[config.mk]
export PLATFORM = sky130hd
export DESIGN_NAME = audio_frame_statistics_unit
export DESIGN_NICKNAME = d
export VERILOG_FILES = /design/src/rtl/afs_pkg.sv /design/src/rtl/afs_accum.sv /design/src/rtl/afs_sub_unit.sv /design/src/rtl/afs_seq.sv /design/src/rtl/audio_frame_statistics_unit.sv
export SDC_FILE = /design/constraint.sdc
export NUM_CORES = 1
export LEC_CHECK = 0
export BUFFER_PORTS_ARGS = -buffer_cell sky130_fd_sc_hd__buf_2
export CAP_MARGIN = 20
export CELL_PAD_IN_SITES_DETAIL_PLACEMENT = 1
export CELL_PAD_IN_SITES_GLOBAL_PLACEMENT = 2
export CORE_MARGIN = 10
export CORE_UTILIZATION = 25
export CTS_CLUSTER_SIZE = 8
export DETAILED_ROUTE_END_ITERATION = 10
export GPL_TIMING_DRIVEN = 0
export PLACE_DENSITY = 0.61
export SYNTH_ARGS = -nofsm -noshare
export SYNTH_HDL_FRONTEND = slang
export SYNTH_HIERARCHICAL = 1
export SYNTH_SLANG_ARGS = --single-unit
[constraint.sdc]
create_clock -name clock -period 11.1 [get_ports clock]
set_clock_uncertainty 0.15 [all_clocks]
set_input_delay 1.11 -clock clock [delete_from_list [all_inputs] [get_ports clock]]
set_output_delay 1.11 -clock clock [all_outputs]
set_load 0.02 [all_outputs]
[src/rtl/afs_pkg.sv]
// ----------------------------------------------------------------------------
// afs_pkg: shared types and constants of the audio frame statistics unit
// Sample format, default frame limit, level meter scaling and result record.
// ----------------------------------------------------------------------------
package afs_pkg;

   localparam int AFS_SAMPLE_W   = 16;
   localparam int AFS_MAX_FRAME  = 256;
   localparam int AFS_FULL_SCALE = 32768;
   localparam int AFS_LEVEL_MAX  = 32;
   localparam int AFS_LEVEL_W    = 6;
   localparam int AFS_LEVEL_SHIFT = $clog2(AFS_FULL_SCALE / AFS_LEVEL_MAX);
   // radicand of the rms root is at most full scale squared
   localparam int AFS_ROOT_STEPS = 16;
   localparam int AFS_RAD_W      = 2 * AFS_ROOT_STEPS;
   localparam int AFS_ROOT_REM_W = AFS_ROOT_STEPS + 1;

   localparam logic signed [AFS_SAMPLE_W-1:0] AFS_MIN_RESET = 16'sh7fff;
   localparam logic signed [AFS_SAMPLE_W-1:0] AFS_MAX_RESET = 16'sh8000;

   typedef struct packed {
      logic signed [AFS_SAMPLE_W-1:0] frame_min;
      logic signed [AFS_SAMPLE_W-1:0] frame_max;
      logic signed [AFS_SAMPLE_W-1:0] frame_mean;
      logic [AFS_SAMPLE_W-1:0]        frame_rms;
      logic [AFS_LEVEL_W-1:0]         level_meter;
   } afs_result_type;

endpackage

[src/rtl/afs_accum.sv]
// ----------------------------------------------------------------------------
// afs_accum: running frame accumulators
// Keeps minimum, maximum, sum, sum of squares and count, one accepted beat a
// cycle, and hands the closing totals to the sequencer when a frame ends.
// ----------------------------------------------------------------------------
module afs_accum import afs_pkg::*; #(
   parameter int MAX_FRAME = AFS_MAX_FRAME,
   parameter int CW        = $clog2(MAX_FRAME + 1),
   parameter int SW        = CW + 16,
   parameter int QW        = CW + 31
) (
   input  logic                           clock,
   input  logic                           reset,
   input  logic                           accept,
   input  logic signed [AFS_SAMPLE_W-1:0] sample,
   input  logic                           frame_end,
   output logic                           close,
   output logic signed [AFS_SAMPLE_W-1:0] tot_min,
   output logic signed [AFS_SAMPLE_W-1:0] tot_max,
   output logic signed [SW-1:0]           tot_sum,
   output logic [QW-1:0]                  tot_sumsq,
   output logic [CW-1:0]                  tot_cnt
);

   logic signed [AFS_SAMPLE_W-1:0]   min_ff, max_ff;
   logic signed [SW-1:0]             sum_ff;
   logic [QW-1:0]                    sumsq_ff;
   logic [CW-1:0]                    cnt_ff;
   logic signed [2*AFS_SAMPLE_W-1:0] square;
   logic                             last;

   always_comb begin
      square    = sample * sample;
      tot_min   = (sample < min_ff) ? sample : min_ff;
      tot_max   = (sample > max_ff) ? sample : max_ff;
      tot_sum   = sum_ff + SW'(sample);
      tot_sumsq = sumsq_ff + QW'(unsigned'(square));
      tot_cnt   = cnt_ff + 1'b1;
      last      = frame_end || (tot_cnt == CW'(MAX_FRAME));
      close     = accept && last;
   end

   always_ff @(posedge clock) begin
      if (reset || close) begin
         min_ff   <= AFS_MIN_RESET;
         max_ff   <= AFS_MAX_RESET;
         sum_ff   <= '0;
         sumsq_ff <= '0;
         cnt_ff   <= '0;
      end else if (accept) begin
         min_ff   <= tot_min;
         max_ff   <= tot_max;
         sum_ff   <= tot_sum;
         sumsq_ff <= tot_sumsq;
         cnt_ff   <= tot_cnt;
      end
   end

endmodule

[src/rtl/afs_sub_unit.sv]
// ----------------------------------------------------------------------------
// afs_sub_unit: shared subtract and compare
// One trial subtraction per cycle for both long division and the root.
// ----------------------------------------------------------------------------
module afs_sub_unit #(
   parameter int WIDTH = 19
) (
   input  logic [WIDTH-1:0] a,
   input  logic [WIDTH-1:0] b,
   output logic [WIDTH-1:0] diff,
   output logic             ge
);

   logic [WIDTH:0] wide;

   always_comb begin
      wide = {1'b0, a} - {1'b0, b};
      ge   = ~wide[WIDTH];
      diff = wide[WIDTH-1:0];
   end

endmodule

[src/rtl/afs_seq.sv]
// ----------------------------------------------------------------------------
// afs_seq: end-of-frame sequencer
// Runs the mean division, the mean-square division and the integer square
// root one bit per cycle on the shared subtractor, then loads the result
// register.
// ----------------------------------------------------------------------------
module afs_seq import afs_pkg::*; #(
   parameter int MAX_FRAME = AFS_MAX_FRAME,
   parameter int CW        = $clog2(MAX_FRAME + 1),
   parameter int SW        = CW + 16,
   parameter int QW        = CW + 31
) (
   input  logic                           clock,
   input  logic                           reset,
   input  logic                           start,
   input  logic signed [AFS_SAMPLE_W-1:0] tot_min,
   input  logic signed [AFS_SAMPLE_W-1:0] tot_max,
   input  logic signed [SW-1:0]           tot_sum,
   input  logic [QW-1:0]                  tot_sumsq,
   input  logic [CW-1:0]                  tot_cnt,
   input  logic                           rsp_stall,
   output logic                           busy,
   output logic                           rsp_valid,
   output afs_result_type                 result
);

   localparam int RW   = (CW > AFS_ROOT_REM_W) ? CW : AFS_ROOT_REM_W;
   localparam int SUBW = (CW + 1 > AFS_ROOT_REM_W + 2) ? CW + 1 : AFS_ROOT_REM_W + 2;
   localparam int IW   = $clog2(QW + 1);

   typedef enum logic [4:0] {
      ST_IDLE = 5'b00001,
      ST_MEAN = 5'b00010,
      ST_MSQ  = 5'b00100,
      ST_ROOT = 5'b01000,
      ST_DONE = 5'b10000
   } state_type;

   state_type                      state_ff, state_in;
   logic signed [AFS_SAMPLE_W-1:0] min_ff, max_ff, mean_ff;
   logic [AFS_SAMPLE_W-1:0]        rms_ff, root_ff, root_nxt;
   logic                           neg_ff;
   logic [QW-1:0]                  dvd_ff, sq_ff, quo_ff, quo_nxt;
   logic [CW-1:0]                  div_ff;
   logic [RW-1:0]                  rem_ff;
   logic [IW-1:0]                  iter_ff;
   logic [SUBW-1:0]                sub_a, sub_b, sub_diff;
   logic                           sub_ge;
   logic [SUBW-1:0]                rem_pick;
   logic [SW-1:0]                  abs_sum;
   logic [AFS_SAMPLE_W-1:0]        mean_mag;
   logic [AFS_LEVEL_W-1:0]         bars;
   logic                           rsp_valid_ff;
   afs_result_type                 result_ff;
   logic                           load_out;

   afs_sub_unit #(.WIDTH(SUBW)) u_sub (
      .a    (sub_a),
      .b    (sub_b),
      .diff (sub_diff),
      .ge   (sub_ge)
   );

   always_comb begin
      if (state_ff == ST_ROOT) begin
         sub_a = SUBW'({rem_ff[AFS_ROOT_REM_W-1:0], dvd_ff[QW-1:QW-2]});
         sub_b = SUBW'({root_ff, 2'b01});
      end else begin
         sub_a = SUBW'({rem_ff[CW-1:0], dvd_ff[QW-1]});
         sub_b = SUBW'(div_ff);
      end
      rem_pick = sub_ge ? sub_diff : sub_a;
      quo_nxt  = {quo_ff[QW-2:0], sub_ge};
      root_nxt = {root_ff[AFS_SAMPLE_W-2:0], sub_ge};
      abs_sum  = tot_sum[SW-1] ? SW'(-tot_sum) : SW'(tot_sum);
      mean_mag = quo_nxt[AFS_SAMPLE_W-1:0];
      bars     = AFS_LEVEL_W'(rms_ff >> AFS_LEVEL_SHIFT);
      if (bars > AFS_LEVEL_W'(AFS_LEVEL_MAX)) begin
         bars = AFS_LEVEL_W'(AFS_LEVEL_MAX);
      end
      load_out = (state_ff == ST_DONE) && (!rsp_valid_ff || !rsp_stall);
   end

   always_comb begin
      state_in = state_ff;
      case (state_ff)
         ST_IDLE: if (start) state_in = ST_MEAN;
         ST_MEAN: if (iter_ff == '0) state_in = ST_MSQ;
         ST_MSQ:  if (iter_ff == '0) state_in = ST_ROOT;
         ST_ROOT: if (iter_ff == '0) state_in = ST_DONE;
         ST_DONE: if (load_out) state_in = ST_IDLE;
         default: state_in = ST_IDLE;
      endcase
   end

   always_ff @(posedge clock) begin
      if (reset) begin
         state_ff     <= ST_IDLE;
         rsp_valid_ff <= 1'b0;
      end else begin
         state_ff <= state_in;
         if (load_out) begin
            rsp_valid_ff <= 1'b1;
         end else if (!rsp_stall) begin
            rsp_valid_ff <= 1'b0;
         end
      end
   end

   always_ff @(posedge clock) begin
      case (state_ff)
         ST_IDLE: begin
            if (start) begin
               min_ff  <= tot_min;
               max_ff  <= tot_max;
               neg_ff  <= tot_sum[SW-1];
               dvd_ff  <= QW'(abs_sum) << (QW - SW);
               sq_ff   <= tot_sumsq;
               div_ff  <= tot_cnt;
               rem_ff  <= '0;
               quo_ff  <= '0;
               iter_ff <= IW'(SW - 1);
            end
         end
         ST_MEAN: begin
            if (iter_ff == '0) begin
               mean_ff <= neg_ff ? -signed'(mean_mag) : signed'(mean_mag);
               dvd_ff  <= sq_ff;
               rem_ff  <= '0;
               quo_ff  <= '0;
               iter_ff <= IW'(QW - 1);
            end else begin
               dvd_ff  <= dvd_ff << 1;
               rem_ff  <= RW'(rem_pick);
               quo_ff  <= quo_nxt;
               iter_ff <= iter_ff - 1'b1;
            end
         end
         ST_MSQ: begin
            if (iter_ff == '0) begin
               dvd_ff  <= QW'(quo_nxt[AFS_RAD_W-1:0]) << (QW - AFS_RAD_W);
               rem_ff  <= '0;
               root_ff <= '0;
               iter_ff <= IW'(AFS_ROOT_STEPS - 1);
            end else begin
               dvd_ff  <= dvd_ff << 1;
               rem_ff  <= RW'(rem_pick);
               quo_ff  <= quo_nxt;
               iter_ff <= iter_ff - 1'b1;
            end
         end
         ST_ROOT: begin
            dvd_ff  <= dvd_ff << 2;
            rem_ff  <= RW'(rem_pick);
            root_ff <= root_nxt;
            iter_ff <= iter_ff - 1'b1;
            if (iter_ff == '0) begin
               rms_ff <= root_nxt;
            end
         end
         ST_DONE: begin
            if (load_out) begin
               result_ff.frame_min   <= min_ff;
               result_ff.frame_max   <= max_ff;
               result_ff.frame_mean  <= mean_ff;
               result_ff.frame_rms   <= rms_ff;
               result_ff.level_meter <= bars;
            end
         end
         default: ;
      endcase
   end

   assign busy      = (state_ff != ST_IDLE);
   assign rsp_valid = rsp_valid_ff;
   assign result    = result_ff;

endmodule

[src/rtl/audio_frame_statistics_unit.sv]
// ----------------------------------------------------------------------------
// audio_frame_statistics_unit: per-frame min, max, mean, rms and level meter
// Input channel req_*: one signed sample a beat plus a frame end flag.
// Samples are taken one a cycle while a frame runs and req_stall is low;
// a frame also closes by force once MAX_FRAME samples are in.
// On the closing beat the totals go to the sequencer and the accumulators
// clear. req_stall then stays high while the mean division, the
// mean-square division and the 16-step root run on one shared subtractor,
// and until the result register is loaded.
// Result channel rsp_*: one beat a frame, held in an output register; new
// samples are taken while it waits. A result that finds the register still
// held under rsp_stall waits in the sequencer, stalling the input.
// Reset (synchronous, active high) empties the frame and drops rsp_valid.
// ----------------------------------------------------------------------------
module audio_frame_statistics_unit import afs_pkg::*; #(
   parameter int MAX_FRAME = AFS_MAX_FRAME
) (
   input  logic                           clock,
   input  logic                           reset,
   input  logic                           req_valid,
   output logic                           req_stall,
   input  logic signed [AFS_SAMPLE_W-1:0] req_sample,
   input  logic                           req_frame_end,
   output logic                           rsp_valid,
   input  logic                           rsp_stall,
   output logic signed [AFS_SAMPLE_W-1:0] rsp_frame_min,
   output logic signed [AFS_SAMPLE_W-1:0] rsp_frame_max,
   output logic signed [AFS_SAMPLE_W-1:0] rsp_frame_mean,
   output logic [AFS_SAMPLE_W-1:0]        rsp_frame_rms,
   output logic [AFS_LEVEL_W-1:0]         rsp_level_meter
);

   localparam int CW = $clog2(MAX_FRAME + 1);
   localparam int SW = CW + 16;
   localparam int QW = CW + 31;

   logic                           accept, close, busy;
   logic signed [AFS_SAMPLE_W-1:0] tot_min, tot_max;
   logic signed [SW-1:0]           tot_sum;
   logic [QW-1:0]                  tot_sumsq;
   logic [CW-1:0]                  tot_cnt;
   afs_result_type                 result;

   assign req_stall = busy;
   assign accept    = req_valid && !req_stall;

   afs_accum #(.MAX_FRAME(MAX_FRAME), .CW(CW), .SW(SW), .QW(QW)) u_accum (
      .clock     (clock),
      .reset     (reset),
      .accept    (accept),
      .sample    (req_sample),
      .frame_end (req_frame_end),
      .close     (close),
      .tot_min   (tot_min),
      .tot_max   (tot_max),
      .tot_sum   (tot_sum),
      .tot_sumsq (tot_sumsq),
      .tot_cnt   (tot_cnt)
   );

   afs_seq #(.MAX_FRAME(MAX_FRAME), .CW(CW), .SW(SW), .QW(QW)) u_seq (
      .clock     (clock),
      .reset     (reset),
      .start     (close),
      .tot_min   (tot_min),
      .tot_max   (tot_max),
      .tot_sum   (tot_sum),
      .tot_sumsq (tot_sumsq),
      .tot_cnt   (tot_cnt),
      .rsp_stall (rsp_stall),
      .busy      (busy),
      .rsp_valid (rsp_valid),
      .result    (result)
   );

   assign rsp_frame_min   = result.frame_min;
   assign rsp_frame_max   = result.frame_max;
   assign rsp_frame_mean  = result.frame_mean;
   assign rsp_frame_rms   = result.frame_rms;
   assign rsp_level_meter = result.level_meter;

   // a closing beat starts the sequencer, which then holds off the input
   a_close_busy: assert property (@(posedge clock) disable iff (reset)
      close |=> busy)
      else $error("frame close did not start the sequencer");

   a_min_max: assert property (@(posedge clock) disable iff (reset)
      rsp_valid |-> (rsp_frame_min <= rsp_frame_max))
      else $error("frame minimum above maximum");

   a_mean_range: assert property (@(posedge clock) disable iff (reset)
      rsp_valid |-> (rsp_frame_mean >= rsp_frame_min && rsp_frame_mean <= rsp_frame_max))
      else $error("frame mean outside minimum and maximum");

   a_level_range: assert property (@(posedge clock) disable iff (reset)
      rsp_valid |-> (rsp_level_meter <= AFS_LEVEL_W'(AFS_LEVEL_MAX)))
      else $error("level meter above full scale");

endmodule
# Word-level counts from Yosys, hierarchy flattened
# Cells that the tools add are included.
# word_totals
register_bits,406
input_bits,21
# op_classes
addsub,7
mul,1
order_cmp,3
n_eq_ne,14
mux,32
bitwise,1
n_reduce_logical,24
# op_table
op,count
$pmux 40 s4,1
$mux 40,3
$mux 31,3
$pmux 31 s3,1
$mux 16,4
$mux 17,3
$pmux 17 s3,1
$add 40x32->40,1
$mul 16x16->32,1
$pmux 16 s2,1
$add 25x16->25,1
$mux 25,1
$mux 5,5
$neg 25->25,1
$pmux 5 s5,1
$pmux 6 s4,1
$sub 19x18->20,1
$mux 19,1
$mux 18,1
$mux 6,3
$gt 16x16->1,1
$lt 16x16->1,1
$neg 16->16,1
$reduce_and 2->1,7
24 further kinds,37

# Logic depth before layout (Yosys ltp)
# logic_depth
depth_word,6
mapped_depth,36
depth_no_buf,34

# Cells and area by module
# Netlist, hierarchy kept.
# modules_own_cells
module,n_inst,cells_per_inst,area_each_um2,seq_area_each_um2
afs_accum,1,2002,17276.6,2122.0
afs_seq,1,791,12074.1,8948.6
afs_sub_unit,1,147,1049.8,0.0
audio_frame_statistics_unit,1,1,13.8,0.0

# Worst setup path after synthesis
# Ideal clock, no wire load.
# synth_path
kind,input to register
startpoint,input req_sample[15]
endpoint,"register u_seq.sq_ff[33], data pin"
setup_time_ns,0.263
arrival_ns,8.447
t_required_ns,10.687
slack_ns,2.240
cell_stages,29
cell_sequence,clkbuf_1 clkinv_1 buf_1 nor2_1 fa_1 inv_1 fa_1 inv_1 fa_1 fa_1 fa_1 inv_1 fa_1 inv_1 ha_1 and2_1 a221oi_1 o21ai_1 a21oi_1 xnor2_1 ha_1 a21o_1 a21o_1 a21oi_1 o22ai_1 o21bai_2 a21oi_1 nor2_1 xor2_1
# synth_between
elab_chain_len,2
# synth_lines
element,line_no,source
from (decl),audio_frame_statistics_unit.sv:22,"input logic signed [AFS_SAMPLE_W-1:0] req_sample,"
$mul 16x16->32,afs_accum.sv:33,square = sample * sample;
$add 40x32->40,afs_accum.sv:37,tot_sumsq = sumsq_ff + QW'(unsigned'(square));
via tot_sumsq[33],audio_frame_statistics_unit.sv:40,logic [QW-1:0] tot_sumsq;
to (signal assigned),afs_seq.sv:118,sq_ff <= tot_sumsq;
to (decl),afs_seq.sv:43,"logic [QW-1:0] dvd_ff, sq_ff, quo_ff, quo_nxt;"
# The timed path passes the listed nets, and every way through them passes these cells.
# A chain may end at the register's enable or synchronous reset.

# Final worst setup path
# layout_path
startpoint,input req_sample[1]
endpoint,register u_accum.sumsq_ff[31]
# layout_between
elab_chain_len,2
# layout_lines
element,line_no,source
$mul 16x16->32,afs_accum.sv:33,
$add 40x32->40,afs_accum.sv:37,
via tot_sumsq[31],audio_frame_statistics_unit.sv:40,
to (signal assigned),afs_accum.sv:54,sumsq_ff <= tot_sumsq;
to (decl),afs_accum.sv:27,logic [QW-1:0] sumsq_ff;
# The timed path passes the listed nets, and every way through them passes these cells.

==> impl_metrics.yaml <==
timing:
  period_share: 0.932
  layout_min_cycle_time_ns: 10.35
  final-setup-viol-count: 0
  rsz0062_at_grt: "no"
  hold_violations: 0
  relSlewSlack: 0.252
  max_freq_mhz: 96.6
  whs_ns: 0.263
  drv_slew: 0
  worstMarginPinSlew_ns: 1.11
global_routing:
  first_global_vias: 23036
  grt.total_usage: 0.134
  gr-total-overflow: 0
  grt_max_degree: 62
  antenna_found_initial: 1
  grt_pass1_wl_um: 143000
route:
  first_pass_iters: 5
  antenna_left: 0
  post_drt_wl_per_cell_um: 19.4
  routed-via-count: 21320
  avgViaCountPerCell: 4.49
  finalWirelength_um: 91900
  drt_iter0_drc: 1032
  drc: 0
final_layout:
  layout_commonest_cell: "inv_1"
  area_growth_pct: 14.4
  final_cell_mix: "inv_1, edfxtp_1, fa_1"
  final_cells: 4747
  drive_gt1_frac: 0.0862
  nets: 3550
die:
  initial_utilization: 0.252
  fp.dieArea_um2: 136000
  die_w_um: 368
  core-area_um2: 120000
  pin_count: 93
  die_y_um: 368
  rows: 127
place:
  hpwl_um: 72900
  dp_cells: 4640
  port_buffers: 92
  gp_congestion: 0.809
setup_path:
  cp.arrival_ns: 10.75
  crit_path_max_incr_delay_ns: 0.85
  cp-end-kind: "flip-flop"
  worstSetupPathType: "in2reg"
  critical_path.most_common_cell: "fa_1"
  critPathMaxFanout: 10
  crit_slowest_cell: "clkinv_1"
  critPathLaunchType: "input port"
  cp.required_ns: 11.50
synth:
  yosys_warnings: 6
  avgSynthCellArea_um2: 10.4
  synth_nets: 3392
  synth_cells: 2928
  syn_area_um2: 30300
clock_tree:
  post_cts_buffers: 0
  cts_max_path_buffers: 3
  postCtsHoldBufs: 0
  clock-sinks: 406
  root_buffer: "clkbuf_16"
  cts_made_buffers: 57
  insertion_delay_ns: 0.65
  path_clk_slew_ns: 0.06
  cts_tree: "built"
  h-tree-depth: 2
min_path:
  hp-class: "reg2reg"
run:
  maxCapViolations: 0
outcome:
  status: "finished clean"
## state kept, by name, indices dropped and copies added (netlist names), 17 cells and up
name              flops
u_seq/dvd_ff         40
u_accum/sum_ff       25
u_accum/sumsq_ff     40
u_seq/sq_ff          40
u_seq/rem_ff         17
u_seq/quo_ff         31
u_seq/result         70
## final timing paths
| path | startpoint | endpoint | slack (ns) | cells after the start |
|---|---|---|---|---|
| max | req_sample[1] | u_accum/sumsq_ff[31]$_SDFFE_PP0P_ | 0.75 | 34 |
| min | u_seq/mean_ff[4]$_DFFE_PP_ | u_seq/result[26]$_DFFE_PP_ | 0.26 | 0 |
| max reg2reg | u_seq/state_ff[3]$_SDFFE_PP0P_ | u_seq/mean_ff[14]$_DFFE_PP_ | 4.75 | 21 |
| min reg2reg | u_seq/mean_ff[4]$_DFFE_PP_ | u_seq/result[26]$_DFFE_PP_ | 0.26 | 0 |
## final cells by class
cell class	instances	area, um^2
clock inverters	4	95.1
inverters	445	1680
well taps	1612	2020
plain buffers	107	487
repair buffers	100	613
fillers	13735	85400
diodes	1	2.50
multi-input cells	1969	17100
flip-flops and latches	406	11100
clock buffers	103	1610
## layer usage
| layer | GRT usage | up-vias | wire length (um) |
|---|---|---|---|
| li1 | - | 10274 | - |
| met1 | 0.182 | 10655 | 44400 |
| met2 | 0.221 | 290 | 42300 |
| met3 | 0.0194 | 101 | 2990 |
| met4 | 0.0340 | 0 | 2170 |
| met5 | 0 | - | 0 |
## critical path, delay by kind of cell
family | cells | cell delay [ns]
adders and majority gates | 8 | 3.52
xor gates and xnor gates | 1 | 0.09
buffers and inverters | 8 | 2.24
muxes | 1 | 0.14
and+or+nand+nor | 5 | 1.11
AOI/OAI and AO/OA | 11 | 2.51
## stage by stage
stage          utilization  setup slack [ns]  instance area [um^2]  setup TNS, ns
2_1_floorplan            -              2.24                 30300              0
3_3_place_gp         0.273            -0.180                 32800          -1.19
4_1_cts              0.289             0.409                 34700              0
5_1_grt              0.289            0.0301                 34700              0
6_report             0.289             0.752                 34700              0
3_5_place_dp         0.275            -0.224                 33000          -1.84
## what timing repair did
action | 4_1_cts | 5_1_grt
resized for setup | 0 | 1
endpoints found under the setup margin | 0 | 14
hold endpoints to repair | 0 | 0
Power is left out: the tool's default activity adds up to more than one toggle a clock period on the data nets, which glitch-free logic cannot reach.
